===== config.mk =====
export PLATFORM = sky130hd
export DESIGN_NAME = sorted_double_ended_queue_flat
export DESIGN_NICKNAME = d
export VERILOG_FILES = /design/src/sdq_pkg.sv /design/src/sdq_if.sv /design/src/sdq_ctrl.sv /design/src/sdq_datapath.sv /design/src/sorted_double_ended_queue.sv /design/src/flat_wrapper.sv
export SDC_FILE = /design/constraint.sdc
export NUM_CORES = 2
export LEC_CHECK = 0
export ABC_CLOCK_PERIOD_IN_PS = 6920
export BUFFER_PORTS_ARGS = -buffer_cell sky130_fd_sc_hd__buf_4
export CAP_MARGIN = 20
export CORE_ASPECT_RATIO = 2
export CORE_MARGIN = 2
export CORE_UTILIZATION = 35
export CTS_CLUSTER_SIZE = 12
export DETAILED_ROUTE_END_ITERATION = 8
export SKIP_CTS_REPAIR_TIMING = 1
export SYNTH_ARGS = -nofsm -noshare
export SYNTH_HDL_FRONTEND = slang
export SYNTH_SLANG_ARGS = --single-unit

===== constraint.sdc =====
create_clock -name clk -period 6.92 [get_ports clk]
set_clock_uncertainty 0.15 [all_clocks]
set_input_delay 1.038 -clock clk [delete_from_list [all_inputs] [get_ports clk]]
set_output_delay 1.038 -clock clk [all_outputs]
set_load 0.02 [all_outputs]

===== src/sdq_pkg.sv =====
// Shared constants, codes and control types of the sorted double-ended queue.
package sdq_pkg;

  localparam int CAPACITY = 32;
  localparam int IDX_W    = $clog2(CAPACITY);
  localparam int CNT_W    = $clog2(CAPACITY + 1);

  localparam int MODE_W   = 3;
  localparam int DATA_W   = 32;
  localparam int POS_W    = 6;
  localparam int STAT_W   = 2;
  localparam int OCC_W    = 6;
  localparam int CMP_W    = (CNT_W > POS_W) ? CNT_W + 1 : POS_W + 1;

  localparam logic [MODE_W-1:0] MODE_INSERT  = 3'd0;
  localparam logic [MODE_W-1:0] MODE_RM_MIN  = 3'd1;
  localparam logic [MODE_W-1:0] MODE_RM_MAX  = 3'd2;
  localparam logic [MODE_W-1:0] MODE_RM_NTH  = 3'd3;
  localparam logic [MODE_W-1:0] MODE_RM_NTHL = 3'd4;

  localparam logic [STAT_W-1:0] ST_DONE = 2'd0;
  localparam logic [STAT_W-1:0] ST_ERR  = 2'd1;
  localparam logic [STAT_W-1:0] ST_FULL = 2'd2;

  typedef enum logic [1:0] {
    RD_BELOW = 2'd0,
    RD_AT    = 2'd1,
    RD_ABOVE = 2'd2
  } rd_sel_t;

  typedef struct packed {
    logic    cap_req;
    logic    check;
    logic    rd_en;
    rd_sel_t rd_sel;
    logic    wr_en;
    logic    wr_val;
    logic    idx_dec;
    logic    idx_inc;
    logic    cnt_inc;
    logic    cnt_dec;
    logic    cap_removed;
    logic    out_load;
  } sdq_cmd_t;

  typedef struct packed {
    logic bad;
    logic is_ins;
    logic idx_zero;
    logic move_up;
    logic last;
    logic out_free;
  } sdq_sts_t;

endpackage


===== src/sdq_if.sv =====
// Request and result channel interfaces of the sorted double-ended queue.
interface sdq_req_if;
  logic                                  valid;
  logic                                  ready;
  logic        [sdq_pkg::MODE_W-1:0]     mode;
  logic signed [sdq_pkg::DATA_W-1:0]     value;
  logic        [sdq_pkg::POS_W-1:0]      position;

  modport source (output valid, mode, value, position, input ready);
  modport sink   (input valid, mode, value, position, output ready);
endinterface

interface sdq_res_if;
  logic                                  valid;
  logic                                  ready;
  logic signed [sdq_pkg::DATA_W-1:0]     removed_value;
  logic        [sdq_pkg::STAT_W-1:0]     status;
  logic        [sdq_pkg::OCC_W-1:0]      occupancy;

  modport source (output valid, removed_value, status, occupancy, input ready);
  modport sink   (input valid, removed_value, status, occupancy, output ready);
endinterface


===== src/sdq_ctrl.sv =====
// Controller state machine that sequences insert and removal steps.
module sdq_ctrl (
  input  logic              clk,
  input  logic              rst_n,
  input  logic              in_valid,
  output logic              in_ready,
  input  sdq_pkg::sdq_sts_t sts,
  output sdq_pkg::sdq_cmd_t cmd
);
  import sdq_pkg::*;

  typedef enum logic [8:0] {
    S_IDLE   = 9'b000000001,
    S_CHECK  = 9'b000000010,
    S_INS_RD = 9'b000000100,
    S_INS_WR = 9'b000001000,
    S_RM_RD  = 9'b000010000,
    S_RM_CAP = 9'b000100000,
    S_SH_RD  = 9'b001000000,
    S_SH_WR  = 9'b010000000,
    S_DONE   = 9'b100000000
  } state_t;

  state_t state_r, state_nxt;

  assign in_ready = (state_r == S_IDLE);

  always_comb begin
    state_nxt = state_r;
    cmd       = '0;
    cmd.rd_sel = RD_AT;
    case (state_r)
      S_IDLE: begin
        if (in_valid) begin
          cmd.cap_req = 1'b1;
          state_nxt   = S_CHECK;
        end
      end
      S_CHECK: begin
        cmd.check = 1'b1;
        if (sts.bad) begin
          state_nxt = S_DONE;
        end else if (sts.is_ins) begin
          state_nxt = S_INS_RD;
        end else begin
          state_nxt = S_RM_RD;
        end
      end
      S_INS_RD: begin
        if (sts.idx_zero) begin
          cmd.wr_en   = 1'b1;
          cmd.wr_val  = 1'b1;
          cmd.cnt_inc = 1'b1;
          state_nxt   = S_DONE;
        end else begin
          cmd.rd_en  = 1'b1;
          cmd.rd_sel = RD_BELOW;
          state_nxt  = S_INS_WR;
        end
      end
      S_INS_WR: begin
        cmd.wr_en = 1'b1;
        if (sts.move_up) begin
          cmd.idx_dec = 1'b1;
          state_nxt   = S_INS_RD;
        end else begin
          cmd.wr_val  = 1'b1;
          cmd.cnt_inc = 1'b1;
          state_nxt   = S_DONE;
        end
      end
      S_RM_RD: begin
        cmd.rd_en  = 1'b1;
        cmd.rd_sel = RD_AT;
        state_nxt  = S_RM_CAP;
      end
      S_RM_CAP: begin
        cmd.cap_removed = 1'b1;
        state_nxt       = S_SH_RD;
      end
      S_SH_RD: begin
        if (sts.last) begin
          cmd.cnt_dec = 1'b1;
          state_nxt   = S_DONE;
        end else begin
          cmd.rd_en  = 1'b1;
          cmd.rd_sel = RD_ABOVE;
          state_nxt  = S_SH_WR;
        end
      end
      S_SH_WR: begin
        cmd.wr_en   = 1'b1;
        cmd.idx_inc = 1'b1;
        state_nxt   = S_SH_RD;
      end
      S_DONE: begin
        if (sts.out_free) begin
          cmd.out_load = 1'b1;
          state_nxt    = S_IDLE;
        end
      end
      default: begin
        state_nxt = S_IDLE;
      end
    endcase
  end

  always_ff @(posedge clk) begin
    if (!rst_n) begin
      state_r <= S_IDLE;
    end else begin
      state_r <= state_nxt;
    end
  end

endmodule


===== src/sdq_datapath.sv =====
// Datapath: sorted value store, request and index registers, result register.
module sdq_datapath (
  input  logic                                clk,
  input  logic                                rst_n,
  input  sdq_pkg::sdq_cmd_t                   cmd,
  output sdq_pkg::sdq_sts_t                   sts,
  input  logic        [sdq_pkg::MODE_W-1:0]   in_mode,
  input  logic signed [sdq_pkg::DATA_W-1:0]   in_value,
  input  logic        [sdq_pkg::POS_W-1:0]    in_position,
  output logic                                out_valid,
  input  logic                                out_ready,
  output logic signed [sdq_pkg::DATA_W-1:0]   out_removed_value,
  output logic        [sdq_pkg::STAT_W-1:0]   out_status,
  output logic        [sdq_pkg::OCC_W-1:0]    out_occupancy
);
  import sdq_pkg::*;

  logic signed [DATA_W-1:0] mem [CAPACITY];

  logic        [MODE_W-1:0] mode_r;
  logic signed [DATA_W-1:0] val_r;
  logic        [POS_W-1:0]  pos_r;
  logic        [CNT_W-1:0]  count_r;
  logic        [IDX_W-1:0]  idx_r;
  logic signed [DATA_W-1:0] rd_data_r;
  logic signed [DATA_W-1:0] removed_r;
  logic        [STAT_W-1:0] st_r;
  logic                     out_valid_r;
  logic signed [DATA_W-1:0] out_removed_r;
  logic        [STAT_W-1:0] out_status_r;
  logic        [OCC_W-1:0]  out_occ_r;

  logic        [STAT_W-1:0] st_eval;
  logic        [CMP_W-1:0]  cnt_x;
  logic        [CMP_W-1:0]  pos_x;
  logic        [CMP_W-1:0]  slot_x;
  logic        [IDX_W-1:0]  rd_addr;
  logic signed [DATA_W-1:0] wr_data;
  logic        [CNT_W-1:0]  idx_next;

  assign cnt_x    = CMP_W'(count_r);
  assign pos_x    = CMP_W'(pos_r);
  assign idx_next = CNT_W'(idx_r) + CNT_W'(1);

  always_comb begin
    st_eval = ST_DONE;
    slot_x  = '0;
    case (mode_r)
      MODE_INSERT: begin
        if (cnt_x >= CMP_W'(CAPACITY)) st_eval = ST_FULL;
        slot_x = cnt_x;
      end
      MODE_RM_MIN: begin
        if (count_r == '0) st_eval = ST_ERR;
        slot_x = '0;
      end
      MODE_RM_MAX: begin
        if (count_r == '0) st_eval = ST_ERR;
        slot_x = cnt_x - CMP_W'(1);
      end
      MODE_RM_NTH: begin
        if (pos_r == '0 || pos_x > cnt_x) st_eval = ST_ERR;
        slot_x = pos_x - CMP_W'(1);
      end
      MODE_RM_NTHL: begin
        if (pos_r == '0 || pos_x > cnt_x) st_eval = ST_ERR;
        slot_x = cnt_x - pos_x;
      end
      default: begin
        st_eval = ST_ERR;
      end
    endcase
  end

  always_comb begin
    case (cmd.rd_sel)
      RD_BELOW: rd_addr = idx_r - IDX_W'(1);
      RD_AT:    rd_addr = idx_r;
      RD_ABOVE: rd_addr = idx_r + IDX_W'(1);
      default:  rd_addr = idx_r;
    endcase
  end

  assign wr_data = cmd.wr_val ? val_r : rd_data_r;

  assign sts.bad      = (st_eval != ST_DONE);
  assign sts.is_ins   = (mode_r == MODE_INSERT);
  assign sts.idx_zero = (idx_r == '0);
  assign sts.move_up  = (rd_data_r >= val_r);
  assign sts.last     = (idx_next >= count_r);
  assign sts.out_free = !out_valid_r || out_ready;

  always_ff @(posedge clk) begin
    if (cmd.rd_en) begin
      rd_data_r <= mem[rd_addr];
    end
    if (cmd.wr_en) begin
      mem[idx_r] <= wr_data;
    end
  end

  always_ff @(posedge clk) begin
    if (cmd.cap_req) begin
      mode_r <= in_mode;
      val_r  <= in_value;
      pos_r  <= in_position;
    end
    if (cmd.check) begin
      st_r      <= st_eval;
      removed_r <= '0;
      idx_r     <= slot_x[IDX_W-1:0];
    end else if (cmd.idx_dec) begin
      idx_r <= idx_r - IDX_W'(1);
    end else if (cmd.idx_inc) begin
      idx_r <= idx_r + IDX_W'(1);
    end
    if (cmd.cap_removed) begin
      removed_r <= rd_data_r;
    end
    if (cmd.out_load) begin
      out_removed_r <= removed_r;
      out_status_r  <= st_r;
      out_occ_r     <= OCC_W'(count_r);
    end
  end

  always_ff @(posedge clk) begin
    if (!rst_n) begin
      count_r     <= '0;
      out_valid_r <= 1'b0;
    end else begin
      if (cmd.cnt_inc) begin
        count_r <= count_r + CNT_W'(1);
      end else if (cmd.cnt_dec) begin
        count_r <= count_r - CNT_W'(1);
      end
      if (cmd.out_load) begin
        out_valid_r <= 1'b1;
      end else if (out_ready) begin
        out_valid_r <= 1'b0;
      end
    end
  end

  assign out_valid         = out_valid_r;
  assign out_removed_value = out_removed_r;
  assign out_status        = out_status_r;
  assign out_occupancy     = out_occ_r;

  a_count_bound: assert property (@(posedge clk) disable iff (!rst_n)
    count_r <= CNT_W'(CAPACITY))
    else $error("stored count above capacity");

  a_count_step: assert property (@(posedge clk) disable iff (!rst_n)
    (count_r != $past(count_r)) |->
      (count_r == $past(count_r) + CNT_W'(1) || count_r == $past(count_r) - CNT_W'(1)))
    else $error("stored count moved by more than one");

  a_full_result: assert property (@(posedge clk) disable iff (!rst_n)
    (cmd.out_load && st_r == ST_FULL) |-> (count_r == CNT_W'(CAPACITY)))
    else $error("full status while store has room");

  a_fail_zero: assert property (@(posedge clk) disable iff (!rst_n)
    (cmd.out_load && st_r != ST_DONE) |-> (removed_r == '0))
    else $error("failed request returns a value");

  a_err_keeps_count: assert property (@(posedge clk) disable iff (!rst_n)
    (cmd.check && sts.bad) |=> (count_r == $past(count_r)))
    else $error("rejected request changed the count");

endmodule


===== src/sorted_double_ended_queue.sv =====
// Top level of the sorted double-ended queue: controller plus datapath.
//
//   channel  | direction | payload
//   ---------+-----------+----------------------------------------
//   in_req   | sink      | mode, value, position
//   out_res  | source    | removed_value, status, occupancy
//
// A request is accepted and checked; an insert moves entries >= the value up by read/write pairs,
// a removal captures its entry and shifts the entries above it down, then the result is loaded.
// The single write/read port of the value store moves one entry per read and write pair.
// Reset clears the count and the result valid flag; the value store needs no clearing.
// A new word is accepted while the previous result waits; a stalled result holds the
// next request at its last step.
module sorted_double_ended_queue (
  input  logic clk,
  input  logic rst_n,
  sdq_req_if.sink   in_req,
  sdq_res_if.source out_res
);
  import sdq_pkg::*;

  sdq_cmd_t cmd;
  sdq_sts_t sts;
  logic     in_ready;

  assign in_req.ready = in_ready;

  sdq_ctrl u_ctrl (
    .clk      (clk),
    .rst_n    (rst_n),
    .in_valid (in_req.valid),
    .in_ready (in_ready),
    .sts      (sts),
    .cmd      (cmd)
  );

  sdq_datapath u_datapath (
    .clk               (clk),
    .rst_n             (rst_n),
    .cmd               (cmd),
    .sts               (sts),
    .in_mode           (in_req.mode),
    .in_value          (in_req.value),
    .in_position       (in_req.position),
    .out_valid         (out_res.valid),
    .out_ready         (out_res.ready),
    .out_removed_value (out_res.removed_value),
    .out_status        (out_res.status),
    .out_occupancy     (out_res.occupancy)
  );

endmodule


===== src/flat_wrapper.sv =====
// flat-port wrapper written by rule: the top's interface ports become plain ports
module sorted_double_ended_queue_flat import sdq_pkg::*;
  (clk, rst_n, in_req_valid, in_req_mode, in_req_value, in_req_position, in_req_ready, out_res_valid, out_res_removed_value, out_res_status, out_res_occupancy, out_res_ready);
  sdq_req_if in_req_i ();
  sdq_res_if out_res_i ();
  input  logic clk;
  input  logic rst_n;
  input wire logic [$bits(in_req_i.valid)-1:0] in_req_valid;
  input wire logic [$bits(in_req_i.mode)-1:0] in_req_mode;
  input wire logic [$bits(in_req_i.value)-1:0] in_req_value;
  input wire logic [$bits(in_req_i.position)-1:0] in_req_position;
  output wire logic [$bits(in_req_i.ready)-1:0] in_req_ready;
  output wire logic [$bits(out_res_i.valid)-1:0] out_res_valid;
  output wire logic [$bits(out_res_i.removed_value)-1:0] out_res_removed_value;
  output wire logic [$bits(out_res_i.status)-1:0] out_res_status;
  output wire logic [$bits(out_res_i.occupancy)-1:0] out_res_occupancy;
  input wire logic [$bits(out_res_i.ready)-1:0] out_res_ready;
  assign in_req_i.valid = in_req_valid;
  assign in_req_i.mode = in_req_mode;
  assign in_req_i.value = in_req_value;
  assign in_req_i.position = in_req_position;
  assign in_req_ready = in_req_i.ready;
  assign out_res_valid = out_res_i.valid;
  assign out_res_removed_value = out_res_i.removed_value;
  assign out_res_status = out_res_i.status;
  assign out_res_occupancy = out_res_i.occupancy;
  assign out_res_i.ready = out_res_ready;
  sorted_double_ended_queue u_core (.clk(clk), .rst_n(rst_n), .in_req(in_req_i), .out_res(out_res_i));
endmodule

# Word-level counts from Yosys, hierarchy flattened
# Memories as Yosys holds them, arrays and structs flattened. A register that Yosys moved wholly into a read port is not among the register bits.
# Cells that the tools add are included.
[totals]
register_bits = 136
mem_bits_rw = 1024
word_cells = 105
n_memories = 1
[memory_table]
columns = ["name", "depth", "word_bits", "rd", "rd_ports_with_merged_regs", "wr", "line_no", "text"]
rows = [
  ["u_core.u_datapath.mem", 32, 32, 1, 1, 1, "sdq_datapath.sv:18", "logic signed [DATA_W-1:0] mem [CAPACITY];"],
]
[classes]
add_sub_neg = 8
order_cmp = 4
eq_ne = 16
mux = 46
n_reduce_logical = 18
[op_table]
columns = ["cell", "count"]
rows = [
  ["32-bit two-way mux", 3],
  ["9-bit case mux with 8 select lines", 1],
  ["9-bit two-way mux", 6],
  ["32-bit greater-or-equal comparator", 1],
  ["5-bit two-way mux", 4],
  ["5-bit case mux with 4 select lines", 1],
  ["1-bit two-way mux", 19],
  ["5-bit by 1-bit subtractor with 5-bit output, second input constant", 3],
  ["6-bit zero test", 2],
  ["6-bit two-way mux", 2],
  ["5-bit case mux with 2 select lines", 1],
  ["9-bit by 1-bit == test with 1-bit output, second input constant", 1],
  ["9-bit by 2-bit == test with 1-bit output, second input constant", 1],
  ["9-bit by 3-bit == test with 1-bit output, second input constant", 1],
  ["9-bit by 4-bit == test with 1-bit output, second input constant", 1],
  ["9-bit by 5-bit == test with 1-bit output, second input constant", 1],
  ["9-bit by 6-bit == test with 1-bit output, second input constant", 1],
  ["9-bit by 7-bit == test with 1-bit output, second input constant", 1],
  ["9-bit by 8-bit == test with 1-bit output, second input constant", 1],
  ["9-bit == test, second input constant", 1],
  ["3-bit case mux with 3 select lines", 1],
  ["2-bit nonzero test", 4],
  ["2-bit OR reduction", 4],
  ["5-bit by 1-bit adder with 6-bit output, second input constant", 1],
  ["24 further kinds", 30],
]

# Depth between registers and ports, before layout
[logic_depth]
word_depth = 7
mapped_depth = 19
ltp_nobuf = 19

# Hierarchy
# Synthesis repeated with hierarchy kept, for this count alone.
[unflattened]
hier_cells = 3884
area_unflattened_um2 = 54352.1
[modules_own_cells]
columns = ["module", "n_inst", "cells_per_inst", "area_each_um2", "seq_area_each_um2"]
rows = [
  ["sdq_datapath", 1, 3805, 53721.5, 35454.0],
  ["sdq_ctrl", 1, 79, 630.6, 180.2],
]

# Worst setup path before layout
# OpenSTA, ideal clock, no wires.
[synth_path]
path_type = "reg-to-reg"
start = "register u_core.u_datapath.rd_data_r[31] (read register of u_core.u_datapath.mem)"
end = "memory u_core.u_datapath.mem[0][0], data pin"
arrival_time_ps = 3634
path_slack_ps = 2682
path_stages_with_launch = 11
n_path_buf = 1
period_less_slack_ps = 4238
path_cell_list = "edfxtp_1 ha_1 nand4_1 or2_2 nor3_1 nand3_1 and3_1 o2111ai_1 nand2_1 clkbuf_1 o21ai_0"
[synth_via]
elab_chain_cells = 4
[synth_lines]
columns = ["element", "line_no", "text"]
rows = [
  ["from (decl)", "sdq_datapath.sv:25", "logic signed [DATA_W-1:0] rd_data_r;"],
  ["32-bit greater-or-equal comparator", "sdq_datapath.sv:89", "assign sts.move_up = (rd_data_r >= val_r);"],
  ["1-bit two-way mux", "sdq_ctrl.sv:63", "if (sts.move_up) begin"],
  ["1-bit case mux with 2 select lines", "sdq_ctrl.sv:32", "case (state_r)"],
  ["32-bit two-way mux", "sdq_datapath.sv:84", "assign wr_data = cmd.wr_val ? val_r : rd_data_r;"],
  ["named net u_core.u_datapath.wr_data[0]", "sdq_datapath.sv:38", "logic signed [DATA_W-1:0] wr_data;"],
  ["to (decl)", "sdq_datapath.sv:18", ""],
]
# The timed path passes the listed nets, and every way through them passes these cells.

# Worst setup path in the final report
[layout_path]
start = "register u_core.u_datapath.idx_r[2]"
end = "register u_core.u_datapath.rd_data_r[20] (read register of u_core.u_datapath.mem), data pin"
[layout_via]
elab_chain_cells = 6
[layout_lines]
columns = ["element", "line_no", "text"]
rows = [
  ["from (decl)", "sdq_datapath.sv:24", "logic [IDX_W-1:0] idx_r;"],
  ["from (signal assigned)", "sdq_datapath.sv:111", "idx_r <= slot_x[IDX_W-1:0];"],
  ["from (signal assigned)", "sdq_datapath.sv:113", "idx_r <= idx_r - IDX_W'(1);"],
  ["from (signal assigned)", "sdq_datapath.sv:115", "idx_r <= idx_r + IDX_W'(1);"],
  ["5-bit by 1-bit adder with 6-bit output", "sdq_datapath.sv:43", "assign idx_next = CNT_W'(idx_r) + CNT_W'(1);"],
  ["6-bit greater-or-equal comparator", "sdq_datapath.sv:90", "assign sts.last = (idx_next >= count_r);"],
  ["3-bit two-way mux", "sdq_ctrl.sv:82", "if (sts.last) begin"],
  ["3-bit case mux with 3 select lines", "sdq_ctrl.sv:32", ""],
  ["2-bit == test or 2-bit zero test (tied branches)", "sdq_datapath.sv:76", "case (cmd.rd_sel)"],
  ["5-bit case mux with 2 select lines", "sdq_datapath.sv:76", ""],
]
# Several ways; a longest one is shown, not always the timed one.
# A chain may end at the register's enable or synchronous reset.

==> reports/metrics.csv <==
stage,metric,value,unit
setup_path,worstPathCellList,nand3_1 > nor3_1 > ha_1 > and4_1 > a2111oi_4 > a211o_4 > buf_12 > buf_4 > nand2_1 > and3_1 > a311oi_1 > a31oi_1 > o221ai_1,
setup_path,cp_num_buf_inv,2,
sta,setup_tns,0,ns
setup_path,critical_path.startpoint_type,flip-flop,
synthesis,synthArstFlopShare,0,
detailed_routing,vias,30500,
global_routing,grt_max_degree,101,
detailed_routing,drtAntennaViolNets,0,
synthesis,ys_seq_elements,1192,
clock_tree,clock_path_buffers,3,
setup_path,cp-endpoint,u_core.u_datapath.rd_data_r[20],
synthesis,synthAdderAreaFrac,0.0157,
sta,hold-worst-slack,0.267,ns
setup_path,rr_startpoint,u_core.u_datapath.idx_r[2],
clock_tree,cts_htree_levels,3,
global_routing,overflow,0,
detailed_routing,drtIter0Drc,3045,
setup_path,crit_required,7.21,ns
pwr,power.density,248,nW/um^2
global_routing,grt_pass1_vias,30400,
clock_tree,cts-root-buf,clkbuf_16,
setup_path,crit_arrival,5.97,ns
synthesis,yosys_warnings,0,
synthesis,syn_nets,3628,
finish,drive_above_1_share,0.110,
detailed_routing,routed_via_density,5.58,
synthesis,synth_cells,3523,
setup_path,rr_endpoint,u_core.u_datapath.rd_data_r[20],
sta,max_clock_freq,0.176,GHz
job,max-cap-violations,0,
synthesis,ys_seq_area_frac,0.723,
detailed_routing,wl_per_cell,27.1,um
synthesis,synth_area,49300,um^2
setup_path,crit_path_end_kind,flip-flop,
setup_path,cpMaxStageDelayCell,edfxtp_1,
global_routing,grt.total_usage,0.201,
floorplanning,dieArea,144000,um^2
floorplanning,die_y,535,um
setup_path,path_class,flip-flop to flip-flop,
setup_path,rrSetupSlack,1.24,ns
setup_path,critPathTopFamily,compound AO/OA/AOI/OAI gates,
synthesis,synth_ff_type,edfxtp_1,
global_routing,use_met1,0.207,
sta,finalMaxSlewViolations,0,
synthesis,syn_avg_cell_area,14.0,um^2
setup_path,r2r_cells,13,
setup_path,max_stage_delay,0.72,ns
detailed_routing,wirelength,148,mm
place,place_hpwl,91.0,mm
finish,fin_util,0.396,
pwr,vdd_drop_max,177,uV
sta,relSlewSlack,0.208,
synthesis,synth_compound_area_frac,0.0733,
global_routing,grt.busiest_layer,met2,
finish,fillers,12900,
global_routing,use_met2,0.378,
sta,finalCritPeriodShare,0.821,
sta,fin_crit,5.68,ns
clock_tree,cts_tree,done,
synthesis,ys_types,80,
detailed_routing,drt_pass1_iterations,6,
place,gp_congestion,0.876,
global_routing,grtUsageMet3,0.0273,
place,io_buffers,86,
sta,tightest_slew,1.19,ns
setup_path,crit_path_start,u_core.u_datapath.idx_r[2],
clock_tree,cts_sinks,1192,
synthesis,muxShareOfSynthArea,0.0411,
setup_path,critical_path_peak_fanout,45,
setup_path,cp.depth,13,
clock_tree,clock_latency,0.73,ns
floorplanning,core_region_area,140000,um^2
floorplanning,ios,87,
sta,setup-violations-final,0,
clock_tree,clk_pin_slew,0.06,ns
min_path,hold_class,flip-flop to flip-flop,
synthesis,yosysTopAreaCellShare,0.716,
run_status,status,"finished, final reports clean",
floorplanning,start_util,0.353,
synthesis,synth_common_cells,"edfxtp_1, nand2_1, nand3_1, mux2i_1, buf_2",
pwr,power_leakage,18.9,nW
pwr,power.total,0.0137,W
synthesis,synth-edff-count,1176,
detailed_routing,post-route-drc-count,0,
global_routing,antenna_found_initial,3,
finish,nets,3698,
finish,syn2layout_area_growth,12.2,%
sta,rsz0062_at_grt,no,
synthesis,synth_area_leaders,"edfxtp_1, nand2_1, nand3_1",
synthesis,yosys.area.top_type,edfxtp_1,
synthesis,synth_xor_area_frac,0.00302,
global_routing,grt_pass1_wl,211,mm
synthesis,post-synth-top-count-cell,edfxtp_1,
synthesis,synthSimpleGateAreaFrac,0.119,
clock_tree,numCtsBuffers,110,
floorplanning,die_w,269,um
synthesis,synth_top_family_by_area,simple AND/OR/NAND/NOR gates,
floorplanning,rows,194,
sta,hold_viol,0,
## routing by layer
layer / vias to the layer above / wire length, um / share of wire
met1: 15500 / 50300 / 0.34
met4: 2 / 10200 / 0.069
met3: 387 / 8330 / 0.056
li1: 13400 / - / -
met2: 1256 / 79400 / 0.54
met5: - / 14 / 0.000094
## kinds of logic after synthesis
group / Yosys count
and+or+nand+nor: 1297
DFF: 1192
AOI/OAI and AO/OA: 490
buffers and inverters: 269
muxes: 197
adders and majority gates: 61
xor gates and xnor gates: 17
## worst min path at each step
| stage | from | to | depth (start not counted) |
|---|---|---|---|
| 2_1_floorplan | u_core.u_datapath.removed_r[0] | u_core.u_datapath.out_removed_value[0] | 0 |
| 3_3_place_gp | u_core.u_datapath.removed_r[18] | u_core.u_datapath.out_removed_value[18] | 0 |
| 3_5_place_dp | u_core.u_datapath.removed_r[12] | u_core.u_datapath.out_removed_value[12] | 0 |
| 4_1_cts | u_core.u_datapath.removed_r[6] | u_core.u_datapath.out_removed_value[6] | 0 |
| 5_1_grt | u_core.u_datapath.removed_r[13] | u_core.u_datapath.out_removed_value[13] | 0 |
| 6_report | u_core.u_datapath.removed_r[21] | u_core.u_datapath.out_removed_value[21] | 0 |
## where the power goes
group / switching [W] / internal [W]
clock network: 0.00255 / 0.00288
logic: 0.000248 / 0.000138
registers: 0.0000381 / 0.00785
## cells in the final DEF (no fill, tap or decap), types with 11 or more instances in the layout
cell type / n
edfxtp_1: 1176
nand2_1: 678
nand3_1: 327
buf_4: 161
mux2i_1: 153
clkbuf_16: 112
and3_1: 90
a21oi_1: 73
ha_1: 58
inv_1: 55
o21ai_0: 54
a211oi_1: 50
mux2_2: 43
and2_1: 35
a311oi_1: 34
nor2_1: 33
nor2_4: 33
a31oi_1: 33
a211o_1: 32
o21a_1: 25
nor3_1: 24
a21o_1: 23
nand4_1: 19
o221ai_1: 19
dfxtp_1: 16
o211ai_1: 14
a32oi_1: 13
a21boi_0: 13
xnor2_1: 12
o22a_1: 12
a22oi_1: 12
clkbuf_1: 11
## layout make-up
type / count / area [um^2] / share of cell area
inverters: 55 / 206 / 0.00373
flip-flops and latches: 1192 / 35600 / 0.644
diodes: 1 / 2.50 / 0.0000452
clock buffers: 124 / 2860 / 0.0516
multi-input cells: 2062 / 12800 / 0.231
well taps: 1862 / 2330 / 0.0421
clock inverters: 8 / 103 / 0.00185
repair buffers: 172 / 1420 / 0.0257
## through the flow
stage                     cell area (um^2)  worst slack [ns]  instances
after global placement               52400              1.37       5341
after CTS                            55300              1.32       5473
after detailed placement             52400              1.32       5341
after floorplan                      49300              2.68       3523
after global routing                 55400              1.08       5476
final                                55400              1.24       5476
## sequential cells by signal, summed over array words and instances (netlist names)
register and count:
u_core.u_ctrl.state_r 9, u_core.u_datapath.count_r 6, u_core.u_datapath.idx_r 5, u_core.u_datapath.mem 1024
u_core.u_datapath.mode_r 3, u_core.u_datapath.out_occupancy 6, u_core.u_datapath.out_removed_value 32, u_core.u_datapath.out_status 2
u_core.u_datapath.out_valid 1, u_core.u_datapath.pos_r 6, u_core.u_datapath.rd_data_r 32, u_core.u_datapath.removed_r 32
u_core.u_datapath.st_r 2, u_core.u_datapath.val_r 32
## worst register-to-register path, stage by stage (launching register included)
cell       delay, ns
edfxtp_1        0.72
nand3_1         0.47
nor3_1          0.31
ha_1            0.32
and4_1          0.23
a2111oi_4       0.48
a211o_4         0.54
buf_12          0.43
buf_4           0.40
nand2_1         0.09
and3_1          0.18
a311oi_1        0.24
a31oi_1         0.21
o221ai_1        0.64
Power figures use the tool's default switching activity.
